`config.mk`:
```
export PLATFORM = sky130hd
export DESIGN_NAME = dsvm_datapath
export DESIGN_NICKNAME = d
export VERILOG_FILES = /design/src/sv/dsvm_pkg.sv /design/src/sv/dsvm_datapath.sv
export SDC_FILE = /design/constraint.sdc
export NUM_CORES = 2
export LEC_CHECK = 0
export BUFFER_PORTS_ARGS = -buffer_cell sky130_fd_sc_hd__buf_2
export CAP_MARGIN = 20
export CORE_UTILIZATION = 52
export DETAILED_ROUTE_END_ITERATION = 7
export PLACE_DENSITY = 0.7
export SYNTH_ARGS = -nofsm -noshare
export SYNTH_HDL_FRONTEND = slang
export SYNTH_SLANG_ARGS = --single-unit
```
`constraint.sdc`:
```
create_clock -name clk -period 27.6 [get_ports clk]
set_clock_uncertainty 0.05 [all_clocks]
set_input_delay 0 -clock clk [delete_from_list [all_inputs] [get_ports clk]]
set_output_delay 0 -clock clk [all_outputs]
set_load 0.01 [all_outputs]
```
`src/sv/dsvm_pkg.sv`:
```
`default_nettype none
package dsvm_pkg;

  localparam int VOICE_COUNT       = 5;
  localparam int SAMPLES_PER_VOICE = 16384;
  localparam int TRACK_SPAN        = 82;

  localparam int KIND_W      = 3;
  localparam int VOICE_W     = 3;
  localparam int TRACK_W     = 7;
  localparam int SAMPLE_W    = 16;
  localparam int LOAD_ADDR_W = 14;
  localparam int STATUS_W    = 2;
  localparam int VOL_W       = 8;
  localparam int LEN_W       = 15;
  localparam int POS_W       = $clog2(SAMPLES_PER_VOICE);
  localparam int VIDX_W      = $clog2(VOICE_COUNT + 1);

  localparam int STORE_DEPTH = VOICE_COUNT * SAMPLES_PER_VOICE;
  localparam int STORE_AW    = $clog2(STORE_DEPTH);

  localparam int IN_DATA_W  = 80;
  localparam int OUT_DATA_W = 40;

  localparam int CFG_COUNT  = 7;
  localparam int REG_ADDR_W = $clog2(CFG_COUNT * 4);
  localparam int REG_IDX_W  = REG_ADDR_W - 2;

  localparam logic [VOL_W-1:0] VOL_MAX   = VOL_W'(200);
  localparam logic [VOL_W-1:0] VOL_RESET = VOL_W'(100);
  localparam int GAIN_DIV = 100;

  // seek position: track * length, then divide by the track span
  localparam int PROD_W       = TRACK_W + LEN_W;
  localparam int SEEK_SHIFT   = PROD_W + 8;
  localparam logic [63:0] SEEK_RECIP =
      ((64'd1 << SEEK_SHIFT) + 64'(TRACK_SPAN) - 64'd1) / 64'(TRACK_SPAN);
  localparam int SEEK_RECIP_W = SEEK_SHIFT + 1;
  localparam int SEEK_MUL_W   = PROD_W + SEEK_RECIP_W;

  // gain: sample * percent, then divide by 100 on the magnitude
  localparam int GAIN_PROD_W  = SAMPLE_W + VOL_W + 1;
  localparam int GAIN_MAG_W   = GAIN_PROD_W - 1;
  localparam int GAIN_SHIFT   = GAIN_MAG_W + 7;
  localparam logic [63:0] GAIN_RECIP =
      ((64'd1 << GAIN_SHIFT) + 64'(GAIN_DIV) - 64'd1) / 64'(GAIN_DIV);
  localparam int GAIN_RECIP_W = GAIN_SHIFT - 6;
  localparam int GAIN_MUL_W   = GAIN_MAG_W + GAIN_RECIP_W;
  localparam int GAIN_Q_W     = SAMPLE_W + 2;

  typedef enum logic [KIND_W-1:0] {
    KIND_PLAY      = 3'd0,
    KIND_STOP      = 3'd1,
    KIND_STOP_SEEK = 3'd2,
    KIND_STOP_ALL  = 3'd3,
    KIND_MIX       = 3'd4,
    KIND_LOAD      = 3'd5
  } kind_t;

  localparam logic [VOICE_W-1:0] VOICE_STARTUP   = 3'd0;
  localparam logic [VOICE_W-1:0] VOICE_CLICK     = 3'd1;
  localparam logic [VOICE_W-1:0] VOICE_SEEK_BACK = 3'd2;
  localparam logic [VOICE_W-1:0] VOICE_SEEK_FWD  = 3'd3;
  localparam logic [VOICE_W-1:0] VOICE_SPIN      = 3'd4;

  localparam logic [STATUS_W-1:0] STATUS_OK        = 2'd0;
  localparam logic [STATUS_W-1:0] STATUS_DENIED    = 2'd1;
  localparam logic [STATUS_W-1:0] STATUS_BAD_VOICE = 2'd2;

  localparam logic [REG_IDX_W-1:0] REG_ENABLED        = 3'd0;
  localparam logic [REG_IDX_W-1:0] REG_VOLUME         = 3'd1;
  localparam logic [REG_IDX_W-1:0] REG_LEN_STARTUP    = 3'd2;
  localparam logic [REG_IDX_W-1:0] REG_LEN_CLICK      = 3'd3;
  localparam logic [REG_IDX_W-1:0] REG_LEN_SEEK_BACK  = 3'd4;
  localparam logic [REG_IDX_W-1:0] REG_LEN_SEEK_FWD   = 3'd5;
  localparam logic [REG_IDX_W-1:0] REG_LEN_SPIN       = 3'd6;

  typedef struct packed {
    logic [6:0]             pad;
    logic [SAMPLE_W-1:0]    load_value;
    logic [LOAD_ADDR_W-1:0] load_address;
    logic [SAMPLE_W-1:0]    mix_right;
    logic [SAMPLE_W-1:0]    mix_left;
    logic                   stop_spin_too;
    logic [TRACK_W-1:0]     track;
    logic [VOICE_W-1:0]     voice;
  } in_beat_t;

  typedef struct packed {
    logic [5:0]          pad;
    logic [SAMPLE_W-1:0] out_right;
    logic [SAMPLE_W-1:0] out_left;
    logic [STATUS_W-1:0] status;
  } out_beat_t;

  typedef struct packed {
    logic                              enabled;
    logic [VOL_W-1:0]                  volume;
    logic [VOICE_COUNT-1:0][LEN_W-1:0] length;
  } cfg_t;

  typedef struct packed {
    logic take;
    logic exec_simple;
    logic seek_mul;
    logic seek_div;
    logic seek_set;
    logic mix_read;
    logic mix_skip;
    logic mix_scale;
    logic mix_div;
    logic mix_acc;
    logic out_load;
  } cmd_t;

  typedef struct packed {
    logic [KIND_W-1:0] kind;
    logic              enabled;
    logic              voice_seek;
    logic              cur_playing;
    logic              last_voice;
    logic              out_free;
  } stat_t;

  typedef enum logic [3:0] {
    ST_IDLE,
    ST_DECODE,
    ST_SEEK_DIV,
    ST_SEEK_SET,
    ST_MIX_READ,
    ST_MIX_SCALE,
    ST_MIX_DIV,
    ST_MIX_ACC,
    ST_DONE
  } state_t;

  function automatic logic [LEN_W-1:0] eff_len(input logic [LEN_W-1:0] raw);
    if (raw == '0) eff_len = LEN_W'(1);
    else if (32'(raw) > SAMPLES_PER_VOICE) eff_len = LEN_W'(SAMPLES_PER_VOICE);
    else eff_len = raw;
  endfunction

  function automatic logic [SAMPLE_W-1:0] sat_add(input logic [SAMPLE_W-1:0] a,
                                                  input logic [SAMPLE_W-1:0] b);
    logic [SAMPLE_W:0] t;
    t = {a[SAMPLE_W-1], a} + {b[SAMPLE_W-1], b};
    if (t[SAMPLE_W] != t[SAMPLE_W-1]) begin
      sat_add = t[SAMPLE_W] ? {1'b1, {(SAMPLE_W-1){1'b0}}} : {1'b0, {(SAMPLE_W-1){1'b1}}};
    end else begin
      sat_add = t[SAMPLE_W-1:0];
    end
  endfunction

endpackage
`default_nettype wire

```
`src/sv/dsvm_datapath.sv`:
```
`default_nettype none
module dsvm_datapath (
  input  wire logic                            clk,
  input  wire logic                            rst,
  input  wire dsvm_pkg::cfg_t                  cfg,
  input  wire dsvm_pkg::cmd_t                  cmd,
  output dsvm_pkg::stat_t                      stat,
  input  wire logic [dsvm_pkg::IN_DATA_W-1:0]  s_tdata,
  input  wire logic [dsvm_pkg::KIND_W-1:0]     s_tuser,
  output logic                                 m_tvalid,
  input  wire logic                            m_tready,
  output logic      [dsvm_pkg::OUT_DATA_W-1:0] m_tdata,
  output logic                                 store_we,
  output logic      [dsvm_pkg::STORE_AW-1:0]   store_waddr,
  output logic      [dsvm_pkg::SAMPLE_W-1:0]   store_wdata,
  output logic                                 store_re,
  output logic      [dsvm_pkg::STORE_AW-1:0]   store_raddr,
  input  wire logic [dsvm_pkg::SAMPLE_W-1:0]   store_rdata
);

  localparam int SW = dsvm_pkg::SAMPLE_W;
  localparam int LW = dsvm_pkg::LEN_W;
  localparam int PW = dsvm_pkg::PROD_W;

  // item and mix accumulators
  dsvm_pkg::in_beat_t             item;
  logic [dsvm_pkg::KIND_W-1:0]    kind;
  logic [SW-1:0]                  acc_left;
  logic [SW-1:0]                  acc_right;
  logic [dsvm_pkg::STATUS_W-1:0]  status_q;

  // voice state
  logic [dsvm_pkg::VOICE_COUNT-1:0] playing;
  logic [dsvm_pkg::POS_W-1:0]       position [dsvm_pkg::VOICE_COUNT];
  logic [dsvm_pkg::VIDX_W-1:0]      vidx;

  // arithmetic stages
  logic [PW-1:0]                      seek_prod;
  logic [PW-1:0]                      seek_q;
  logic [dsvm_pkg::POS_W-1:0]         cur_pos;
  logic [dsvm_pkg::GAIN_PROD_W-1:0]   gain_prod;
  logic                               gain_neg;
  logic [dsvm_pkg::GAIN_Q_W-1:0]      gain_q;

  // result register
  dsvm_pkg::out_beat_t out_q;
  logic                out_valid;

  logic                              voice_ok;
  logic                              vidx_ok;
  logic                              seek_back;
  logic [dsvm_pkg::VOL_W-1:0]        vol_eff;
  logic [dsvm_pkg::VOICE_W-1:0]      lsel;
  logic [LW-1:0]                     len_raw;
  logic [LW-1:0]                     len;
  logic [LW-1:0]                     len_m1;
  logic [dsvm_pkg::POS_W-1:0]        pos_sel;
  logic [dsvm_pkg::POS_W-1:0]        mix_cur;
  logic [LW-1:0]                     mix_nxt;
  logic                              mix_wrap;
  logic [PW-1:0]                     seek_num;
  logic [dsvm_pkg::SEEK_MUL_W-1:0]   seek_mul;
  logic [LW-1:0]                     seek_tmp;
  logic [LW-1:0]                     seek_pos;
  logic [dsvm_pkg::GAIN_PROD_W-1:0]  gain_abs;
  logic [dsvm_pkg::GAIN_MUL_W-1:0]   gain_mul;
  logic [dsvm_pkg::GAIN_Q_W-1:0]     gain_q_neg;
  logic [SW-1:0]                     scaled;
  logic [dsvm_pkg::STATUS_W-1:0]     simple_status;

  assign voice_ok  = item.voice < dsvm_pkg::VOICE_W'(dsvm_pkg::VOICE_COUNT);
  assign vidx_ok   = vidx < dsvm_pkg::VIDX_W'(dsvm_pkg::VOICE_COUNT);
  assign seek_back = item.voice == dsvm_pkg::VOICE_SEEK_BACK;
  assign vol_eff   = (cfg.volume > dsvm_pkg::VOL_MAX) ? dsvm_pkg::VOL_MAX : cfg.volume;

  // one length select, shared by the seek and mix paths
  assign lsel    = (kind == dsvm_pkg::KIND_MIX) ? dsvm_pkg::VOICE_W'(vidx) : item.voice;
  assign len_raw = (lsel < dsvm_pkg::VOICE_W'(dsvm_pkg::VOICE_COUNT)) ? cfg.length[lsel]
                                                                       : LW'(1);
  assign len     = dsvm_pkg::eff_len(len_raw);
  assign len_m1  = len - LW'(1);

  assign pos_sel  = vidx_ok ? position[vidx] : '0;
  assign mix_cur  = (LW'(pos_sel) >= len) ? '0 : pos_sel;
  assign mix_nxt  = LW'(cur_pos) + LW'(1);
  assign mix_wrap = mix_nxt >= len;

  assign seek_num = seek_prod + (seek_back ? PW'(dsvm_pkg::TRACK_SPAN - 1) : '0);
  assign seek_mul = dsvm_pkg::SEEK_MUL_W'(seek_num) *
                    dsvm_pkg::SEEK_MUL_W'(dsvm_pkg::SEEK_RECIP);

  always_comb begin
    seek_tmp = (seek_q >= PW'(len)) ? '0 : len - LW'(seek_q);
    if (seek_back) begin
      seek_pos = (seek_tmp > len_m1) ? len_m1 : seek_tmp;
    end else begin
      seek_pos = (seek_q > PW'(len_m1)) ? len_m1 : LW'(seek_q);
    end
  end

  assign gain_abs = gain_prod[dsvm_pkg::GAIN_PROD_W-1] ? (~gain_prod + 1'b1) : gain_prod;
  assign gain_mul = dsvm_pkg::GAIN_MUL_W'(gain_abs[dsvm_pkg::GAIN_MAG_W-1:0]) *
                    dsvm_pkg::GAIN_MUL_W'(dsvm_pkg::GAIN_RECIP);
  assign gain_q_neg = ~gain_q + 1'b1;

  // saturate the scaled sample to 16 bits
  always_comb begin
    if (!gain_neg) begin
      scaled = (gain_q > dsvm_pkg::GAIN_Q_W'(2**(SW-1) - 1)) ? {1'b0, {(SW-1){1'b1}}}
                                                               : gain_q[SW-1:0];
    end else begin
      scaled = (gain_q > dsvm_pkg::GAIN_Q_W'(2**(SW-1))) ? {1'b1, {(SW-1){1'b0}}}
                                                           : gain_q_neg[SW-1:0];
    end
  end

  always_comb begin
    if (kind == dsvm_pkg::KIND_LOAD) begin
      simple_status = voice_ok ? dsvm_pkg::STATUS_OK : dsvm_pkg::STATUS_BAD_VOICE;
    end else if (kind <= dsvm_pkg::KIND_W'(dsvm_pkg::KIND_MIX) && !cfg.enabled) begin
      simple_status = dsvm_pkg::STATUS_DENIED;
    end else if ((kind == dsvm_pkg::KIND_PLAY || kind == dsvm_pkg::KIND_STOP) && !voice_ok) begin
      simple_status = dsvm_pkg::STATUS_BAD_VOICE;
    end else begin
      simple_status = dsvm_pkg::STATUS_OK;
    end
  end

  assign store_we    = cmd.exec_simple && kind == dsvm_pkg::KIND_LOAD && voice_ok &&
                       32'(item.load_address) < dsvm_pkg::SAMPLES_PER_VOICE;
  assign store_waddr = dsvm_pkg::STORE_AW'(item.voice) *
                       dsvm_pkg::STORE_AW'(dsvm_pkg::SAMPLES_PER_VOICE) +
                       dsvm_pkg::STORE_AW'(item.load_address);
  assign store_wdata = item.load_value;
  assign store_re    = cmd.mix_read;
  assign store_raddr = dsvm_pkg::STORE_AW'(vidx) *
                       dsvm_pkg::STORE_AW'(dsvm_pkg::SAMPLES_PER_VOICE) +
                       dsvm_pkg::STORE_AW'(mix_cur);

  // payload
  always_ff @(posedge clk) begin
    if (cmd.take) begin
      item      <= dsvm_pkg::in_beat_t'(s_tdata);
      kind      <= s_tuser;
      acc_left  <= s_tdata[26:11];
      acc_right <= s_tdata[42:27];
      status_q  <= dsvm_pkg::STATUS_OK;
    end
    if (cmd.exec_simple) status_q <= simple_status;
    if (cmd.seek_mul) seek_prod <= PW'(item.track) * PW'(len);
    if (cmd.seek_div) seek_q <= seek_mul[dsvm_pkg::SEEK_SHIFT +: PW];
    if (cmd.mix_read) cur_pos <= mix_cur;
    if (cmd.mix_scale) gain_prod <= $signed(store_rdata) * $signed({1'b0, vol_eff});
    if (cmd.mix_div) begin
      gain_q   <= gain_mul[dsvm_pkg::GAIN_SHIFT +: dsvm_pkg::GAIN_Q_W];
      gain_neg <= gain_prod[dsvm_pkg::GAIN_PROD_W-1];
    end
    if (cmd.mix_acc) begin
      acc_left  <= dsvm_pkg::sat_add(acc_left, scaled);
      acc_right <= dsvm_pkg::sat_add(acc_right, scaled);
    end
    if (cmd.out_load) begin
      out_q.pad       <= '0;
      out_q.status    <= status_q;
      out_q.out_left  <= acc_left;
      out_q.out_right <= acc_right;
    end
  end

  // voice state and mix voice counter
  always_ff @(posedge clk) begin
    if (rst) begin
      playing <= '0;
      vidx    <= '0;
      for (int i = 0; i < dsvm_pkg::VOICE_COUNT; i++) position[i] <= '0;
    end else begin
      if (cmd.take) vidx <= '0;
      if (cmd.exec_simple && simple_status == dsvm_pkg::STATUS_OK) begin
        case (kind)
          dsvm_pkg::KIND_PLAY: begin
            if (!(item.voice == dsvm_pkg::VOICE_SPIN && playing[dsvm_pkg::VOICE_SPIN])) begin
              playing[item.voice]  <= 1'b1;
              position[item.voice] <= '0;
            end
          end
          dsvm_pkg::KIND_STOP: playing[item.voice] <= 1'b0;
          dsvm_pkg::KIND_STOP_SEEK: begin
            playing[dsvm_pkg::VOICE_SEEK_BACK] <= 1'b0;
            playing[dsvm_pkg::VOICE_SEEK_FWD]  <= 1'b0;
          end
          dsvm_pkg::KIND_STOP_ALL: begin
            playing[dsvm_pkg::VOICE_STARTUP]   <= 1'b0;
            playing[dsvm_pkg::VOICE_CLICK]     <= 1'b0;
            playing[dsvm_pkg::VOICE_SEEK_BACK] <= 1'b0;
            playing[dsvm_pkg::VOICE_SEEK_FWD]  <= 1'b0;
            if (item.stop_spin_too) playing[dsvm_pkg::VOICE_SPIN] <= 1'b0;
          end
          default: ;
        endcase
      end
      if (cmd.seek_set) begin
        position[item.voice] <= seek_pos[dsvm_pkg::POS_W-1:0];
        playing[item.voice]  <= 1'b1;
        if (seek_back) playing[dsvm_pkg::VOICE_SEEK_FWD] <= 1'b0;
        else playing[dsvm_pkg::VOICE_SEEK_BACK] <= 1'b0;
      end
      if (cmd.mix_skip) vidx <= vidx + 1'b1;
      if (cmd.mix_acc) begin
        position[vidx] <= mix_wrap ? '0 : mix_nxt[dsvm_pkg::POS_W-1:0];
        if (mix_wrap && vidx != dsvm_pkg::VIDX_W'(dsvm_pkg::VOICE_SPIN)) playing[vidx] <= 1'b0;
        vidx <= vidx + 1'b1;
      end
    end
  end

  always_ff @(posedge clk) begin
    if (rst) begin
      out_valid <= 1'b0;
    end else if (cmd.out_load) begin
      out_valid <= 1'b1;
    end else if (m_tready) begin
      out_valid <= 1'b0;
    end
  end

  assign m_tvalid = out_valid;
  assign m_tdata  = out_q;

  assign stat.kind        = kind;
  assign stat.enabled     = cfg.enabled;
  assign stat.voice_seek  = item.voice == dsvm_pkg::VOICE_SEEK_BACK ||
                            item.voice == dsvm_pkg::VOICE_SEEK_FWD;
  assign stat.cur_playing = vidx_ok && playing[vidx];
  assign stat.last_voice  = vidx == dsvm_pkg::VIDX_W'(dsvm_pkg::VOICE_COUNT - 1);
  assign stat.out_free    = !out_valid || m_tready;

endmodule
`default_nettype wire

```
* Yosys cells after proc, flatten, opt, wreduce, memory -nomap -nowiden *
Memories as Yosys holds them, arrays and structs flattened. A register that Yosys moved wholly into a read port is not among the register bits.
Cells that the tools add are included.

word-level totals
  register bits = 217
  word-level logic and storage cells = 181
  memory bits (writable) = 70
  output and inout port bits = 101
  memories = 1
  bits in read-only memories = 0
  bits in latches = 0

operators by class
  order comparisons = 18
  add/sub/neg operators = 11
  multiplexer cells = 79
  shifts and indexed selects = 0
  divide/modulo/power cells = 0
  reductions and logical operators = 26
  multiply operators = 4
  eq/ne operators = 12
  bitwise gates (word level) = 9

memories
  memory    depth  width  rd ports  clocked after memory_dff  write ports  RTL line             text
  position  5      14     1         1                         5            dsvm_datapath.sv:34  logic [dsvm_pkg::POS_W-1:0] position [dsvm_pkg::VOICE_COUNT];

operator list
  operator                                                                 number
  16-bit 2-to-1 mux                                                        11
  14-bit 2-to-1 mux                                                        9
  15-bit 2-to-1 mux                                                        5
  24-bit by 25-bit multiplier with 49-bit output (second input constant)   1
  22-bit by 24-bit multiplier with 46-bit output (second input constant)   1
  15-bit binary-select mux with 3-bit select                               1
  5-bit 2-to-1 mux                                                         7
  16-bit by 16-bit adder with 17-bit output                                2
  17-bit by 14-bit adder with 17-bit output                                2
  14-bit OR reduction                                                      2
  16-bit by 9-bit multiplier with 25-bit output                            1
  24-bit by 1-bit adder with 24-bit output (second input constant)         1
  24-bit 2-to-1 mux                                                        1
  3-bit 2-to-1 mux                                                         8
  24-bit NOT                                                               1
  1-bit 2-to-1 mux                                                         23
  22-bit by 7-bit adder with 22-bit output                                 1
  7-bit by 15-bit multiplier with 22-bit output                            1
  18-bit by 15-bit > comparator with 1-bit output (second input constant)  1
  18-bit by 16-bit > comparator with 1-bit output (second input constant)  1
  16-bit by 1-bit adder with 16-bit output (second input constant)         1
  16-bit by 15-bit >= comparator with 1-bit output                         1
  16-bit by 15-bit > comparator with 1-bit output                          1
  16-bit NOT                                                               1
  other kinds (38)                                                         75

* Longest topological paths before layout *
  word-level depth = 17
  gate-level depth with buffers = 39
  mapped depth without buffers = 36

* Worst setup path before layout *
No wires, ideal clock.

  path kind = register to register
  start = reg item[1] (netlist bit)
  end = reg seek_q[15] (data pin)
  cell stages (with the launch flop) = 40
  path buffers = 3
  setup time = 0.174 ns
  arrival time = 9.652 ns
  slack = 17.724 ns
  cell sequence = edfxtp_1 clkbuf_1 buf_2 clkbuf_1 nor3b_1 and2_1 ha_1 nand3_1 o21ai_0 nand2_1 a21boi_0 and2_1 and4_1 xor2_1 inv_1 fa_1 inv_1 fa_1 [4 not listed] inv_1 fa_1 fa_1 inv_1 fa_1 inv_1 ha_1 nand2_1 nor2_1 nand3_1 or3_1 or3_1 o2111ai_1 nand3_1 o211ai_1 nand3_1 o211a_1 a311oi_1

between the ends
  cells in the longest elaborated chain, start to end = 4

RTL lines
  what                                            RTL line              text
  from (decl)                                     dsvm_datapath.sv:26   dsvm_pkg::in_beat_t item;
  from (signal assigned)                          dsvm_datapath.sv:143  item <= dsvm_pkg::in_beat_t'(s_tdata);
  3-bit by 2-bit equality test with 1-bit output  dsvm_datapath.sv:73   assign seek_back = item.voice == dsvm_pkg::VOICE_SEEK_BACK;
  7-bit 2-to-1 mux                                dsvm_datapath.sv:88   assign seek_num = seek_prod + (seek_back ? PW'(dsvm_pkg::TRACK_SPAN - 1) : '0);
  22-bit by 7-bit adder with 22-bit output        dsvm_datapath.sv:88
  22-bit by 24-bit multiplier with 46-bit output  dsvm_datapath.sv:89   assign seek_mul = dsvm_pkg::SEEK_MUL_W'(seek_num) *
  net seek_mul (one bit)                          dsvm_datapath.sv:62   logic [dsvm_pkg::SEEK_MUL_W-1:0] seek_mul;
  to (signal assigned)                            dsvm_datapath.sv:151  if (cmd.seek_div) seek_q <= seek_mul[dsvm_pkg::SEEK_SHIFT +: PW];
  to (decl)                                       dsvm_datapath.sv:39   logic [PW-1:0] seek_q;

The timed path passes the listed nets, and every way through them passes these cells.
A chain may end at the register's enable or synchronous reset.

==> metrics.cfg <==
[detailed_routing]
drtPass1Iterations = 6
avgViaCountPerCell = 5.57
drt_wl_total_um = 116000
route.vias.total = 33648
antenna_left = 0
first_iter_violations = 2296
drcViolationCount = 0
wire_per_inst_um = 19.2

[grt]
grt_pass1_wl_um = 188000
gr-usage-met3_pct = 3.34
grtUsageTotal_pct = 26.4
grtUsageMet1_pct = 35.6
met2_usage_pct = 45.2
grt_max_degree = 49
grt_antenna_before_repair = 2
grt-ovfl-total = 0
grt_pass1_vias = 34820
grt-busiest-layer = met2

[finish]
post-route-util_pct = 58.1
fin_area_sq_um = 50700
most-common-layout-cells = inv_1, ha_1, fa_1, edfxtp_1, buf_2
final_nets = 6289
layout_commonest_cell = inv_1
final_layout_size_suffix_gt1_share_pct = 9.98
syn_to_final_growth_pct = 10.0
nFillCells = 7516

[critical_path]
cp_slowest_cell = or3b_1
endpoint_kind = register
crit_path_max_incr_delay_ps = 850
cp.required_ps = 27820
critPathMaxFanout = 20
crit_family = compound AO/OA/AOI/OAI gates
critPathKind = register to register
cp_num_buf_inv = 3
arrival_ps = 11830
ff2ff_setup_slack_ps = 15990
startpoint_type = register

[synthesis]
yosys.area.top_type = fa_1
synthTopCellsByArea = fa_1, edfxtp_1, ha_1, inv_1, xnor2_1
synth_top_area_share_pct = 23.5
ys_warn_count = 0
synth_seq_area_share_pct = 21.4
synth-edff-count = 320
synth_seq_cells = 332
syn_inst = 4544
synth_ff_type = edfxtp_1
avgSynthCellArea_sq_um = 10.1
synth-async-reset-ratio_pct = 0
synth_cell_types = 88
syn_area_sq_um = 46100

[sta]
final.min_clock_period_ps = 11610
rsz0062_at_grt = false
hold_violations = 0
setup_viol = 0
drv_slew = 0
relSlewSlack_pct = 27.3
period_share_pct = 42.1
max_freq_mhz = 86.2
worst_pin_slew_ps = 1080
finalSetupTns_ps = 0

[job]
max_cap_viol_count = 0

[placement]
dp_hpwl_um = 95200
globalplace.congestion = 0.932
port_buffers = 284
place_area_sq_um = 48600

[floorplan]
ios = 298
die_x_um = 300
dieArea_sq_um = 89800
start_util_pct = 52.8
core_sq_um = 87300
die_h_um = 300
row_count = 108

[cts]
cts_setup_buffers = 0
cts_buffers = 37
hold_buffers = 92
cts_root_buffer = clkbuf_16
cts_max_level = 2
cts.sinks = 332
cts_buffer_depth = 3
cts_tree = built
clock_latency_ps = 570
cts_resized = 0
cts.clk_slew.worst_paths_ps = 60

[status]
status = complete, no violations

[hold_path]
hold_path.class = input port to register

-- layer usage --
layer / up-vias / wire length (um)
li1: 15902 / -
met1: 16509 / 49800
met2: 1073 / 56300
met3: 162 / 7250
met4: 2 / 2640
met5: - / 11
-- synthesized netlist by cell type, types with 54 or more instances --
master and instances:
a21o_1 73, a21oi_1 165, and2_1 124, and3_1 70
clkbuf_1 87, edfxtp_1 320, fa_1 541, ha_1 698
inv_1 893, mux2i_1 86, nand2_1 256, nand3_1 54
nor2_1 183, o21ai_0 118, o22ai_1 78, xnor2_1 118
-- kinds of logic after synthesis --
family	after synthesis	share of synthesized area, %
AOI/OAI and AO/OA	694	9.97
DFF	332	21.4
and+or+nand+nor	931	10.2
muxes	135	3.88
xor gates and xnor gates	165	3.14
other	1	0.00814
buffers and inverters	1047	8.93
adders and majority gates	1239	42.5
-- final cells by class --
type	count	area, sq um	share of cell area (%)
flip-flops and latches	332	9850	19.4
inverters	893	3350	6.61
multi-input cells	3170	32200	63.5
clock inverters	23	220	0.434
diodes	1	2.50	0.00494
clock buffers	44	983	1.94
well taps	1155	1450	2.85
repair buffers	419	2670	5.26
-- path summary, 6_finish.rpt --
| check | to | from | depth (start not counted) |
|---|---|---|---|
| setup reg to reg | position[5][12] | kind[1] | 28 |
| hold reg to reg | m_tdata[1] | status_q[1] | 0 |
| hold / removal | store_wdata[2] | cmd[10] | 2 |
| setup / recovery | position[5][12] | kind[1] | 28 |
-- through the flow --
step	hold slack [ps]	cells	setup slack [ps]
after floorplan	41.8	4549	17720
after detailed placement	128	5876	16380
after CTS	46.7	6035	16350
after global placement	128	5876	16380
after global routing	83.9	6037	15510
final	69.5	6037	15990
-- sequential cells by signal (all words and copies together), names as in the netlist, named ones only --
| signal | flops |
|---|---|
| store_wdata | 16 |
| cur_pos | 14 |
| playing | 5 |
| acc_right | 16 |
| seek_prod | 22 |
| item | 25 |
| seek_q | 16 |
| m_tvalid | 1 |
| m_tdata | 34 |
| gain_q | 18 |
| position | 112 |
| gain_prod | 25 |
| vidx | 3 |
| acc_left | 16 |
| gain_neg | 1 |
| status_q | 2 |
| kind | 3 |
-- worst reg2reg max path: cells and delay by family, from the launching register on --
family,cells,cell delay (ps)
xor gates and xnor gates,1,290
buffers and inverters,3,800
DFF,1,580
and+or+nand+nor,9,4180
muxes,1,460
adders and majority gates,2,640
AOI/OAI and AO/OA,12,4280
Power is not shown: default switching activity piles up to over one toggle a cycle in this logic, so the estimate is an artifact.
