--- config.mk ---
export PLATFORM = sky130hd
export DESIGN_NAME = dsvm_ctrl
export DESIGN_NICKNAME = d
export VERILOG_FILES = /design/src/sv/dsvm_pkg.sv /design/src/sv/dsvm_ctrl.sv
export SDC_FILE = /design/constraint.sdc
export NUM_CORES = 1
export LEC_CHECK = 0
export BUFFER_PORTS_ARGS = -buffer_cell sky130_fd_sc_hd__buf_2
export CORE_AREA = 2 2 39 41
export DETAILED_ROUTE_END_ITERATION = 12
export DIE_AREA = 0 0 41 43
export SYNTH_ARGS = -nofsm -noshare
export SYNTH_HDL_FRONTEND = slang
export SYNTH_SLANG_ARGS = --single-unit
--- constraint.sdc ---
create_clock -name clk -period 2.4 [get_ports clk]
set_input_delay 0.24 -clock clk [delete_from_list [all_inputs] [get_ports clk]]
set_output_delay 0.24 -clock clk [all_outputs]
set_load 0.01 [all_outputs]
--- src/sv/dsvm_pkg.sv ---
`default_nettype none
package dsvm_pkg;

  localparam int VOICE_COUNT       = 5;
  localparam int SAMPLES_PER_VOICE = 16384;
  localparam int TRACK_SPAN        = 82;

  localparam int KIND_W      = 3;
  localparam int VOICE_W     = 3;
  localparam int TRACK_W     = 7;
  localparam int SAMPLE_W    = 16;
  localparam int LOAD_ADDR_W = 14;
  localparam int STATUS_W    = 2;
  localparam int VOL_W       = 8;
  localparam int LEN_W       = 15;
  localparam int POS_W       = $clog2(SAMPLES_PER_VOICE);
  localparam int VIDX_W      = $clog2(VOICE_COUNT + 1);

  localparam int STORE_DEPTH = VOICE_COUNT * SAMPLES_PER_VOICE;
  localparam int STORE_AW    = $clog2(STORE_DEPTH);

  localparam int IN_DATA_W  = 80;
  localparam int OUT_DATA_W = 40;

  localparam int CFG_COUNT  = 7;
  localparam int REG_ADDR_W = $clog2(CFG_COUNT * 4);
  localparam int REG_IDX_W  = REG_ADDR_W - 2;

  localparam logic [VOL_W-1:0] VOL_MAX   = VOL_W'(200);
  localparam logic [VOL_W-1:0] VOL_RESET = VOL_W'(100);
  localparam int GAIN_DIV = 100;

  // seek position: track * length, then divide by the track span
  localparam int PROD_W       = TRACK_W + LEN_W;
  localparam int SEEK_SHIFT   = PROD_W + 8;
  localparam logic [63:0] SEEK_RECIP =
      ((64'd1 << SEEK_SHIFT) + 64'(TRACK_SPAN) - 64'd1) / 64'(TRACK_SPAN);
  localparam int SEEK_RECIP_W = SEEK_SHIFT + 1;
  localparam int SEEK_MUL_W   = PROD_W + SEEK_RECIP_W;

  // gain: sample * percent, then divide by 100 on the magnitude
  localparam int GAIN_PROD_W  = SAMPLE_W + VOL_W + 1;
  localparam int GAIN_MAG_W   = GAIN_PROD_W - 1;
  localparam int GAIN_SHIFT   = GAIN_MAG_W + 7;
  localparam logic [63:0] GAIN_RECIP =
      ((64'd1 << GAIN_SHIFT) + 64'(GAIN_DIV) - 64'd1) / 64'(GAIN_DIV);
  localparam int GAIN_RECIP_W = GAIN_SHIFT - 6;
  localparam int GAIN_MUL_W   = GAIN_MAG_W + GAIN_RECIP_W;
  localparam int GAIN_Q_W     = SAMPLE_W + 2;

  typedef enum logic [KIND_W-1:0] {
    KIND_PLAY      = 3'd0,
    KIND_STOP      = 3'd1,
    KIND_STOP_SEEK = 3'd2,
    KIND_STOP_ALL  = 3'd3,
    KIND_MIX       = 3'd4,
    KIND_LOAD      = 3'd5
  } kind_t;

  localparam logic [VOICE_W-1:0] VOICE_STARTUP   = 3'd0;
  localparam logic [VOICE_W-1:0] VOICE_CLICK     = 3'd1;
  localparam logic [VOICE_W-1:0] VOICE_SEEK_BACK = 3'd2;
  localparam logic [VOICE_W-1:0] VOICE_SEEK_FWD  = 3'd3;
  localparam logic [VOICE_W-1:0] VOICE_SPIN      = 3'd4;

  localparam logic [STATUS_W-1:0] STATUS_OK        = 2'd0;
  localparam logic [STATUS_W-1:0] STATUS_DENIED    = 2'd1;
  localparam logic [STATUS_W-1:0] STATUS_BAD_VOICE = 2'd2;

  localparam logic [REG_IDX_W-1:0] REG_ENABLED        = 3'd0;
  localparam logic [REG_IDX_W-1:0] REG_VOLUME         = 3'd1;
  localparam logic [REG_IDX_W-1:0] REG_LEN_STARTUP    = 3'd2;
  localparam logic [REG_IDX_W-1:0] REG_LEN_CLICK      = 3'd3;
  localparam logic [REG_IDX_W-1:0] REG_LEN_SEEK_BACK  = 3'd4;
  localparam logic [REG_IDX_W-1:0] REG_LEN_SEEK_FWD   = 3'd5;
  localparam logic [REG_IDX_W-1:0] REG_LEN_SPIN       = 3'd6;

  typedef struct packed {
    logic [6:0]             pad;
    logic [SAMPLE_W-1:0]    load_value;
    logic [LOAD_ADDR_W-1:0] load_address;
    logic [SAMPLE_W-1:0]    mix_right;
    logic [SAMPLE_W-1:0]    mix_left;
    logic                   stop_spin_too;
    logic [TRACK_W-1:0]     track;
    logic [VOICE_W-1:0]     voice;
  } in_beat_t;

  typedef struct packed {
    logic [5:0]          pad;
    logic [SAMPLE_W-1:0] out_right;
    logic [SAMPLE_W-1:0] out_left;
    logic [STATUS_W-1:0] status;
  } out_beat_t;

  typedef struct packed {
    logic                              enabled;
    logic [VOL_W-1:0]                  volume;
    logic [VOICE_COUNT-1:0][LEN_W-1:0] length;
  } cfg_t;

  typedef struct packed {
    logic take;
    logic exec_simple;
    logic seek_mul;
    logic seek_div;
    logic seek_set;
    logic mix_read;
    logic mix_skip;
    logic mix_scale;
    logic mix_div;
    logic mix_acc;
    logic out_load;
  } cmd_t;

  typedef struct packed {
    logic [KIND_W-1:0] kind;
    logic              enabled;
    logic              voice_seek;
    logic              cur_playing;
    logic              last_voice;
    logic              out_free;
  } stat_t;

  typedef enum logic [3:0] {
    ST_IDLE,
    ST_DECODE,
    ST_SEEK_DIV,
    ST_SEEK_SET,
    ST_MIX_READ,
    ST_MIX_SCALE,
    ST_MIX_DIV,
    ST_MIX_ACC,
    ST_DONE
  } state_t;

  function automatic logic [LEN_W-1:0] eff_len(input logic [LEN_W-1:0] raw);
    if (raw == '0) eff_len = LEN_W'(1);
    else if (32'(raw) > SAMPLES_PER_VOICE) eff_len = LEN_W'(SAMPLES_PER_VOICE);
    else eff_len = raw;
  endfunction

  function automatic logic [SAMPLE_W-1:0] sat_add(input logic [SAMPLE_W-1:0] a,
                                                  input logic [SAMPLE_W-1:0] b);
    logic [SAMPLE_W:0] t;
    t = {a[SAMPLE_W-1], a} + {b[SAMPLE_W-1], b};
    if (t[SAMPLE_W] != t[SAMPLE_W-1]) begin
      sat_add = t[SAMPLE_W] ? {1'b1, {(SAMPLE_W-1){1'b0}}} : {1'b0, {(SAMPLE_W-1){1'b1}}};
    end else begin
      sat_add = t[SAMPLE_W-1:0];
    end
  endfunction

endpackage
`default_nettype wire

--- src/sv/dsvm_ctrl.sv ---
`default_nettype none
module dsvm_ctrl (
  input  wire logic            clk,
  input  wire logic            rst,
  input  wire logic            s_tvalid,
  output logic                 s_tready,
  input  wire dsvm_pkg::stat_t stat,
  output dsvm_pkg::cmd_t       cmd
);

  dsvm_pkg::state_t state;
  dsvm_pkg::state_t state_next;

  always_ff @(posedge clk) begin
    if (rst) state <= dsvm_pkg::ST_IDLE;
    else state <= state_next;
  end

  always_comb begin
    cmd        = '0;
    state_next = state;
    s_tready   = state == dsvm_pkg::ST_IDLE;
    case (state)
      dsvm_pkg::ST_IDLE: begin
        if (s_tvalid) begin
          cmd.take   = 1'b1;
          state_next = dsvm_pkg::ST_DECODE;
        end
      end
      dsvm_pkg::ST_DECODE: begin
        if (stat.enabled && stat.kind == dsvm_pkg::KIND_PLAY && stat.voice_seek) begin
          cmd.seek_mul = 1'b1;
          state_next   = dsvm_pkg::ST_SEEK_DIV;
        end else if (stat.enabled && stat.kind == dsvm_pkg::KIND_MIX) begin
          state_next = dsvm_pkg::ST_MIX_READ;
        end else begin
          cmd.exec_simple = 1'b1;
          state_next      = dsvm_pkg::ST_DONE;
        end
      end
      dsvm_pkg::ST_SEEK_DIV: begin
        cmd.seek_div = 1'b1;
        state_next   = dsvm_pkg::ST_SEEK_SET;
      end
      dsvm_pkg::ST_SEEK_SET: begin
        cmd.seek_set = 1'b1;
        state_next   = dsvm_pkg::ST_DONE;
      end
      dsvm_pkg::ST_MIX_READ: begin
        if (stat.cur_playing) begin
          cmd.mix_read = 1'b1;
          state_next   = dsvm_pkg::ST_MIX_SCALE;
        end else if (stat.last_voice) begin
          state_next = dsvm_pkg::ST_DONE;
        end else begin
          cmd.mix_skip = 1'b1;
        end
      end
      dsvm_pkg::ST_MIX_SCALE: begin
        cmd.mix_scale = 1'b1;
        state_next    = dsvm_pkg::ST_MIX_DIV;
      end
      dsvm_pkg::ST_MIX_DIV: begin
        cmd.mix_div = 1'b1;
        state_next  = dsvm_pkg::ST_MIX_ACC;
      end
      dsvm_pkg::ST_MIX_ACC: begin
        cmd.mix_acc = 1'b1;
        state_next  = stat.last_voice ? dsvm_pkg::ST_DONE : dsvm_pkg::ST_MIX_READ;
      end
      dsvm_pkg::ST_DONE: begin
        if (stat.out_free) begin
          cmd.out_load = 1'b1;
          state_next   = dsvm_pkg::ST_IDLE;
        end
      end
      default: state_next = dsvm_pkg::ST_IDLE;
    endcase
  end

endmodule
`default_nettype wire

=== Word level (Yosys, flattened, before mapping) ===
Index checks and enable logic that the tools add are counted.

* Register bits after elaboration: 4
* Input bits: 11
* Output and inout port bits: 12
* Word-level logic and storage cells: 44

* Equal/unequal tests: 12
* Muxes and demuxes: 25
* Reductions and logical operators: 6

{| class="wikitable"
|+ Operator list
! operator !! number
|-
| 4-bit case mux with 9 select lines || 1
|-
| 4-bit two-way mux || 7
|-
| 4-bit by 3-bit equality test with 1-bit output, second input constant || 4
|-
| 1-bit two-way mux || 15
|-
| 4-bit by 2-bit equality test with 1-bit output, second input constant || 2
|-
| 4-bit by 1-bit equality test with 1-bit output, second input constant || 1
|-
| 4-bit equality test, second input constant || 1
|-
| 4-bit zero test || 1
|-
| 2-bit two-way mux || 2
|-
| 2-bit inequality test, second input constant || 2
|-
| 3-bit equality test, second input constant || 1
|-
| 1-bit logical AND || 3
|-
| 3-bit zero test || 1
|-
| 3-bit inequality test, second input constant || 1
|-
| 3-bit AND reduction || 1
|}

=== Longest topological paths before layout ===
Gate-level depths: netlist (run 1).

* Word-level depth: 5
* Depth in mapped cells: 5
* Mapped depth without buffers: 4

=== Least setup slack after synthesis (run 1) ===
No wires, ideal clock.

* Path type: register -> output
* Start point: register state[3]
* End point: output cmd[10] in the netlist's numbering
* Arrival time: 1.259 ns
* Required time: 2.160 ns
* Setup slack: 0.901 ns
* Cell stages (with the launch flop): 4
* Path buffers: 1
* Cell sequence: dfxtp_1 -> clkbuf_1 -> nor4_1 -> and2_1

{| class="wikitable"
|+ RTL lines
! element !! RTL line !! source
|-
| start, declared || dsvm_ctrl.sv:11 || <nowiki>dsvm_pkg::state_t state;</nowiki>
|-
| start signal, assigned || dsvm_ctrl.sv:15 || <nowiki>if (rst) state <= dsvm_pkg::ST_IDLE;</nowiki>
|-
| start signal, assigned || dsvm_ctrl.sv:16 || <nowiki>else state <= state_next;</nowiki>
|-
| end, declared || dsvm_ctrl.sv:8 || <nowiki>output dsvm_pkg::cmd_t cmd</nowiki>
|}

==> flow_metrics.py, run 1 <==
metrics = {
    "outcome": {
        "status": "finished clean",
    },
    "global_routing": {
        "grt_pass1_wl_mm": 1.31,
        "grt_overflow": 0,
        "grt_start_max_net_pins": 15,
        "grtUsageTotal_pct": 10.9,
        "grt_antenna_before_repair": 0,
        "grt_pass1_vias": 326,
    },
    "routing": {
        "vias_per_cell": 4.91,
        "dr.pass1.iters": 2,
        "ant_nets": 0,
        "drt_drc_violations_left": 0,
        "vias": 432,
        "wl_um": 907,
        "drt-initial-drc-count": 8,
        "wl_per_cell_um": 10.3,
    },
    "setup_path": {
        "rr_worst_depth": 4,
        "rr_startpoint": "state[2]",
        "worstPathCellList": "or4b_4 -> nor4_4 -> buf_2",
        "rr_endpoint": "state[3]",
        "critPathRequiredTime_ps": 2160,
        "cpMaxStageDelayCell": "or4b_4",
        "cp_data_arrival_time_ps": 1650,
        "slowest_delay_ps": 550,
        "critical_path.max_fanout": 13,
        "critPathKind": "flop to primary output",
        "r2r_slack_ps": 810,
        "start_kind": "flop",
        "cp-end-kind": "primary output",
    },
    "clocking": {
        "cts-htree-levels": 1,
        "cts_tree": "built",
        "cts_buffers": 3,
        "cts_setup_buffers": 0,
        "cts_resized": 0,
        "insertion_delay_ps": 230,
        "root_buffer": "clkbuf_4",
        "cts_hold_buf": 0,
        "cts_max_path_buffers": 2,
        "cts.sink_count": 4,
        "path_clk_slew_ps": 40,
    },
    "finish": {
        "diodes": 0,
        "top_register": "state",
        "mostFrequentLayoutCell": "buf_2",
        "layout-drive-gt1-share_pct": 41.7,
        "largest_reg_flops": 4,
        "nets": 85,
        "fillers": 154,
        "reg_top3": "state x4",
        "final_cell_mix": "buf_2, nor2_1, nor3_1, dfxtp_1",
        "area_growth_pct": 32.7,
    },
    "sta": {
        "grt_setup_unrepaired": "false",
        "final_max_slew_viol_count": 0,
        "max_slew_margin_pct": 70.9,
        "max_freq_mhz": 530,
        "tightestPinTransition_ps": 436,
        "skew_ps": 3.06,
        "timing.final.crit_share_pct": 78.6,
        "finalHoldViolations": 0,
        "fin_crit_ps": 1890,
        "holdWs_ps": 227,
        "setup_viol": 0,
        "fin_tns_setup_ps": 0,
    },
    "min_path": {
        "hp-start": "rst",
        "min_to": "state[2]",
        "holdPathStages": 2,
        "hold_class": "input port to flop",
    },
    "floorplan": {
        "initial_core_util_pct": 28.8,
        "rows": 14,
        "coreArea_mm2": 0.00138,
        "pin_count": 23,
        "die-height_um": 43,
        "die_w_um": 41,
        "dieArea_mm2": 0.00176,
    },
    "power": {
        "switchingPower_mw": 0.0672,
        "power.density_mw_per_mm2": 429,
        "combPwrFrac_pct": 27.4,
        "p_seq_share_pct": 36.9,
        "p_int_mw": 0.159,
        "leakagePower_nw": 0.238,
        "p_clk_share_pct": 35.7,
        "vdd_drop_max_mv": 0.277,
        "switching_share_pct": 29.7,
    },
    "synthesis": {
        "synth_largest_area_cell": "dfxtp_1",
        "synth_top_area_share_pct": 20.1,
        "yosysWarnings": 0,
        "synth_cell_types": 26,
        "ys_seq_area_share_pct": 20.1,
        "synth_seq_cells": 4,
        "yosys-top-cells-area": "dfxtp_1, nor2_1, nor4b_4",
        "synth_area_um2": 398,
        "syn_avg_cell_area_um2": 7.80,
        "syn_nets": 62,
        "syn_inst": 51,
    },
    "place": {
        "port_buffers": 22,
        "gp_congestion": 0.647,
        "hpwl_um": 705,
    },
    "job": {
        "drv_cap": 0,
    },
}
-- cells in the mapped netlist, drive strengths merged --
library cell	n
a2111oi	1
a21oi	3
a31oi	1
a32o	1
and2	1
and3	1
buf	1
clkbuf	3
dfxtp	4
inv	2
nand2	2
nand2b	2
nand3b	2
nor2	10
nor2b	1
nor3	4
nor3b	2
nor4	2
nor4b	3
o22ai	1
o32a	1
or2b	1
or3b	1
or4b	1
-- worst max-delay path: cells and delay by family, from the launching register on --
kind / cells / cell delay, ps
AND/OR/NAND/NOR: 2 / 710
buffers and inverters: 1 / 170
flip-flops: 1 / 530
-- power groups by stage --
stage | combinational, mW | sequential (mW) | clock, mW
floorplan | 0.0477 | 0.0750 | 0
global placement | 0.0618 | 0.0838 | 0
detailed placement | 0.0621 | 0.0841 | 0
CTS | 0.0622 | 0.0830 | 0.0857
global route | 0.0700 | 0.0850 | 0.0923
finish | 0.0620 | 0.0835 | 0.0808
-- routing by layer --
layer	track usage, %	part of all wire [%]	vias up
met4	4.00	0	0
met5	0	0	-
met3	4.71	5.3	0
li1	-	-	234
met2	14.7	46	10
met1	14.8	48	188
-- cell families after synthesis --
| logic type | after synthesis | synth area share, % |
|---|---|---|
| and+or+nand+nor | 33 | 56.6 |
| buffers and inverters | 6 | 7.55 |
| DFF | 4 | 20.1 |
| AOI/OAI and AO/OA | 8 | 15.7 |
-- worst max-delay path by stage --
stage          startpoint      end  slack (ps)
6_report         state[0]   cmd[8]         510
5_1_grt          state[0]   cmd[8]         430
4_1_cts          state[0]   cmd[8]         510
3_5_place_dp     state[0]   cmd[8]         760
3_3_place_gp     state[2]   cmd[4]         790
2_1_floorplan    state[3]  cmd[10]         900
-- metrics by stage --
stage                     setup slack, ps  cells  cell area (um^2)  power (mW)  utilization [%]
final                                 513     88               528       0.226             38.2
after global routing                  428     88               528       0.247             38.2
after CTS                             515     88               528       0.231             38.2
after detailed placement              765     85               505       0.146             36.5
after global placement                789     85               505       0.146             36.5
after floorplan                       901     51               398       0.123                -
-- final cells by class --
| cell class | count | area (um^2) | share of cell area, % |
|---|---|---|---|
| Clock buffer | 3 | 22.5 | 4.27 |
| Multi-Input combinational cell | 41 | 288 | 54.5 |
| Sequential cell | 4 | 80.1 | 15.2 |
| Inverter | 2 | 7.51 | 1.42 |
| Timing Repair Buffer | 22 | 110 | 20.9 |
| Tap cell | 16 | 20.0 | 3.79 |
Note: power is estimated with default switching activity, not from simulation.
==> inputs of run 2 (changes only) <==
- clock period: 2.4 -> 1.65 ns (I/O delays scaled with it)
==> flow_metrics.py, run 2 (synthesis gave the netlist of run 1 again) <==
metrics = {
    "global_routing": {
        "grt_antenna_before_repair": 0,
        "grtUsageTotal_pct": 12.4,
        "grt_overflow": 0,
        "grt_start_max_net_pins": 13,
        "grt_pass1_vias": 355,
        "grt_pass1_wl_mm": 1.44,
    },
    "clocking": {
        "cts_max_path_buffers": 2,
        "insertion_delay_ps": 230,
        "cts-htree-levels": 1,
        "root_buffer": "clkbuf_4",
        "cts.sink_count": 4,
        "cts_buffers": 3,
        "path_clk_slew_ps": 30,
        "cts_tree": "built",
    },
    "place": {
        "hpwl_um": 798,
        "gp_congestion": 0.768,
        "pre_cts_ws_ps": 137,
        "port_buffers": 22,
    },
    "finish": {
        "fin_util_pct": 41.6,
        "fillers": 155,
        "nets": 90,
        "regArea_um2": 86.3,
        "layout-drive-gt1-share_pct": 50.6,
        "mostFrequentLayoutCell": "buf_2",
        "diodes": 0,
        "multi_input_area_um2": 292,
        "largest_reg_flops": 4,
        "reg_top3": "state x4",
        "final_cell_mix": "buf_2, nor2_1, buf_4, nor3_1",
        "area_growth_pct": 44.7,
        "top_register": "state",
    },
    "job": {
        "drv_cap": 0,
    },
    "routing": {
        "wl_per_cell_um": 11.0,
        "drt_drc_violations_left": 0,
        "dr.pass1.iters": 4,
        "vias_per_cell": 4.97,
        "drt-initial-drc-count": 4,
        "wl_mm": 1.03,
        "ant_nets": 0,
        "vias": 462,
    },
    "outcome": {
        "status": "finished clean",
    },
    "setup_path": {
        "critical_path.max_fanout": 4,
        "slowest_delay_ps": 570,
        "rr_startpoint": "state[2]",
        "rr_worst_depth": 5,
        "r2r_slack_ps": 100,
        "cp-end-kind": "primary output",
        "start_kind": "flop",
        "critPathRequiredTime_ps": 1480,
        "critPathKind": "flop to primary output",
        "cpMaxStageDelayCell": "or4b_4",
        "cp_data_arrival_time_ps": 1450,
        "rr_endpoint": "state[3]",
        "worstPathCellList": "or4b_4 -> nor4_4 -> buf_2",
    },
    "sta": {
        "max_freq_mhz": 619,
        "finalHoldViolations": 0,
        "setup_viol": 0,
        "max_slew_margin_pct": 73.0,
        "setup_slack_ps": 34.7,
        "timing.final.crit_share_pct": 97.9,
        "fin_crit_ps": 1620,
        "holdWs_ps": 145,
        "grt_setup_unrepaired": "true",
        "skew_ps": 1.62,
        "fin_tns_setup_ps": 0,
        "final_max_slew_viol_count": 0,
        "tightestPinTransition_ps": 401,
    },
    "min_path": {
        "holdPathStages": 2,
        "min_to": "state[2]",
        "hp-start": "rst",
        "hold_class": "input port to flop",
    },
    "floorplan": {
        "die_w_um": 41,
        "coreArea_mm2": 0.00138,
        "rows": 14,
        "die-height_um": 43,
        "pin_count": 23,
        "dieArea_mm2": 0.00176,
        "initial_core_util_pct": 28.8,
    },
    "power": {
        "leakagePower_nw": 0.269,
        "vdd_drop_max_mv": 0.355,
        "power.density_mw_per_mm2": 595,
    },
}
## run 2: cell count changes in the layout (fill, tap and decap cells not counted), sizes merged
cell | previous run | this run
buf | 22 | 27
## run 2: worst max-delay path by stage
| stage | startpoint | to | slack [ps] | cells after the start |
|---|---|---|---|---|
| after floorplan | state[3] | cmd[10] | 230 | 3 |
| after global placement | state[2] | state[3] | 130 | 4 |
| after detailed placement | state[2] | state[3] | 140 | 4 |
| after CTS | state[2] | cmd[4] | 10 | 3 |
| after global routing | state[3] | cmd[8] | -20 | 3 |
| final | state[3] | cmd[8] | 30 | 3 |
## run 2: cell type report
class                   instances  area share [%]
flip-flops and latches          4            15.0
clock buffers                   3            3.91
multi-input cells              41            50.7
inverters                       2            1.30
well taps                      16            3.48
repair buffers                 27            25.7
## run 2: where the power goes
| part | total [mW] | internal (mW) | switching [mW] |
|---|---|---|---|
| Clock | 0.118 | 0.0811 | 0.0364 |
| Combinational | 0.113 | 0.0548 | 0.0577 |
| Sequential | 0.112 | 0.105 | 0.00749 |
## run 2: per-stage QoR
step	instance area (um^2)	cells	power, mW
2_1_floorplan	398	51	0.179
3_3_place_gp	536	89	0.222
3_5_place_dp	536	89	0.224
4_1_cts	561	92	0.348
5_1_grt	576	93	0.372
6_report	576	93	0.342
## run 2: critical path, delay by kind of cell, from the launching register on
kind | cells | cell delay (ps)
DFF | 1 | 320
and+or+nand+nor | 2 | 730
buffers and inverters | 1 | 170
## run 2: what timing repair did
item	4_1_cts	5_1_grt
pin swaps	0	1
gates cloned	0	0
hold buffers	0	0
gates resized for setup	2	3
setup endpoints to repair	2	2
setup buffers	0	1
## run 2: routing by layer
| layer | up-vias | routed length [um] | part of all wire (%) | global-route usage (%) |
|---|---|---|---|---|
| met1 | 209 | 474 | 46 | 15.4 |
| met3 | 0 | 49 | 4.8 | 4.71 |
| met2 | 14 | 503 | 49 | 17.2 |
| li1 | 239 | - | - | - |
| met4 | 0 | 0 | 0 | 8.00 |
| met5 | - | 0 | 0 | 0 |
==> inputs of run 3 (changes only) <==
- BUFFER_PORTS_ARGS: -buffer_cell sky130_fd_sc_hd__buf_2 -> -buffer_cell sky130_fd_sc_hd__buf_4
==> flow_metrics.py, run 3 (synthesis gave the netlist of run 1 again) <==
metrics = {
    "routing": {
        "drt-initial-drc-count": 9,
        "dr.pass1.iters": 4,
        "vias": 470,
        "wl_per_cell_um": 11.4,
        "wl_mm": 1.06,
        "ant_nets": 0,
        "vias_per_cell": 5.05,
        "drt_drc_violations_left": 0,
    },
    "finish": {
        "largest_reg_flops": 4,
        "final_cell_mix": "buf_4, nor2_1, nor3_1",
        "layout-drive-gt1-share_pct": 50.6,
        "mostFrequentLayoutCell": "buf_4",
        "stdcell_count": 93,
        "reg_top3": "state x4",
        "diodes": 0,
        "area_growth_pct": 58.5,
        "top_register": "state",
        "fin_util_pct": 45.6,
        "nets": 90,
        "fillers": 134,
    },
    "clocking": {
        "cts_max_path_buffers": 2,
        "path_clk_slew_ps": 40,
        "cts-htree-levels": 1,
        "root_buffer": "clkbuf_4",
        "insertion_delay_ps": 230,
        "cts.sink_count": 4,
        "cts_tree": "built",
        "cts_buffers": 3,
    },
    "setup_path": {
        "cpMaxStageDelayCell": "or4b_4",
        "critPathKind": "flop to primary output",
        "worstPathCellList": "or4b_4 -> nor4_4 -> buf_4",
        "slowest_delay_ps": 550,
        "critPathRequiredTime_ps": 1480,
        "start_kind": "flop",
        "critical_path.max_fanout": 6,
        "cp-end-kind": "primary output",
        "cp_data_arrival_time_ps": 1440,
    },
    "sta": {
        "timing.final.crit_share_pct": 97.5,
        "grt_setup_unrepaired": "true",
        "skew_ps": 3.45,
        "setup_slack_ps": 41.8,
        "final_max_slew_viol_count": 0,
        "fin_crit_ps": 1610,
        "tightestPinTransition_ps": 381,
        "max_slew_margin_pct": 74.4,
        "max_freq_mhz": 622,
        "finalHoldViolations": 0,
        "setup_viol": 0,
    },
    "global_routing": {
        "grt_overflow": 0,
        "grtUsageTotal_pct": 12.7,
        "grt_start_max_net_pins": 13,
        "grt_antenna_before_repair": 0,
        "grt_pass1_wl_mm": 1.55,
        "grt_pass1_vias": 377,
    },
    "job": {
        "drv_cap": 0,
    },
    "place": {
        "port_buffers": 22,
        "dp_cells": 89,
        "gp_congestion": 0.737,
        "hpwl_um": 822,
        "pre_cts_ws_ps": 153,
    },
    "power": {
        "vdd_drop_max_mv": 0.538,
        "switching_share_pct": 28.6,
        "switchingPower_mw": 0.102,
        "fin_total_pwr_mw": 0.357,
        "p_clk_share_pct": 32.6,
        "power.density_mw_per_mm2": 566,
        "combPwrFrac_pct": 36.6,
        "p_int_mw": 0.255,
        "leakagePower_nw": 0.278,
        "p_seq_share_pct": 30.8,
    },
    "floorplan": {
        "die-height_um": 43,
        "rows": 14,
        "coreArea_mm2": 0.00138,
        "dieArea_mm2": 0.00176,
        "initial_core_util_pct": 28.8,
        "pin_count": 23,
        "die_w_um": 41,
    },
    "min_path": {
        "hold_class": "input port to flop",
    },
    "outcome": {
        "status": "finished clean",
    },
}
[run 3: layout make-up]
cell class | instances | area [um^2] | share of cell area, %
Inverter | 2 | 7.51 | 1.19
Clock buffer | 3 | 22.5 | 3.57
Multi-Input combinational cell | 41 | 294 | 46.6
Tap cell | 16 | 20.0 | 3.17
Timing Repair Buffer | 27 | 203 | 32.1
Sequential cell | 4 | 83.8 | 13.3
[run 3: stage by stage]
step           cell area (um^2)  setup TNS, ps  hold WS, ps
2_1_floorplan               398              0          234
3_3_place_gp                591              0          362
3_5_place_dp                591              0          367
4_1_cts                     621              0          125
5_1_grt                     631          -42.9          115
6_report                    631              0          122
[run 3: worst paths after layout]
| path | to | slack, ps | from | depth (start not counted) |
|---|---|---|---|---|
| max | cmd[8] | 40 | state[1] | 3 |
| min | state[2] | 120 | rst | 2 |
| max reg2reg | state[3] | 90 | state[2] | 5 |
| min reg2reg | state[0] | 440 | state[0] | 1 |
[run 3: critical path: cells and delay by family (launching register included)]
| kind | cells | cell delay, ps |
|---|---|---|
| DFF | 1 | 330 |
| and+or+nand+nor | 2 | 710 |
| buffers and inverters | 1 | 160 |
[run 3: per-layer routing]
metal	share of wire, %	GRT usage, %	vias up
met5	0	0	-
li1	-	-	241
met4	0	2.00	0
met3	7.3	4.71	0
met1	43	16.4	215
met2	50	19.7	14
[run 3: what timing repair did]
item | CTS | global route
pin swaps | 1 | 1
hold endpoints to repair | 0 | 0
endpoints found under the setup margin | 1 | 5
setup buffers | 1 | 0
gates resized for setup | 0 | 4
hold buffers | 0 | 0
[run 3: power groups by stage]
stage	logic, mW	clock network [mW]	registers [mW]
floorplan	0.0694	0	0.109
global placement	0.128	0	0.110
detailed placement	0.129	0	0.110
CTS	0.129	0.122	0.108
global route	0.142	0.130	0.110
finish	0.131	0.117	0.110
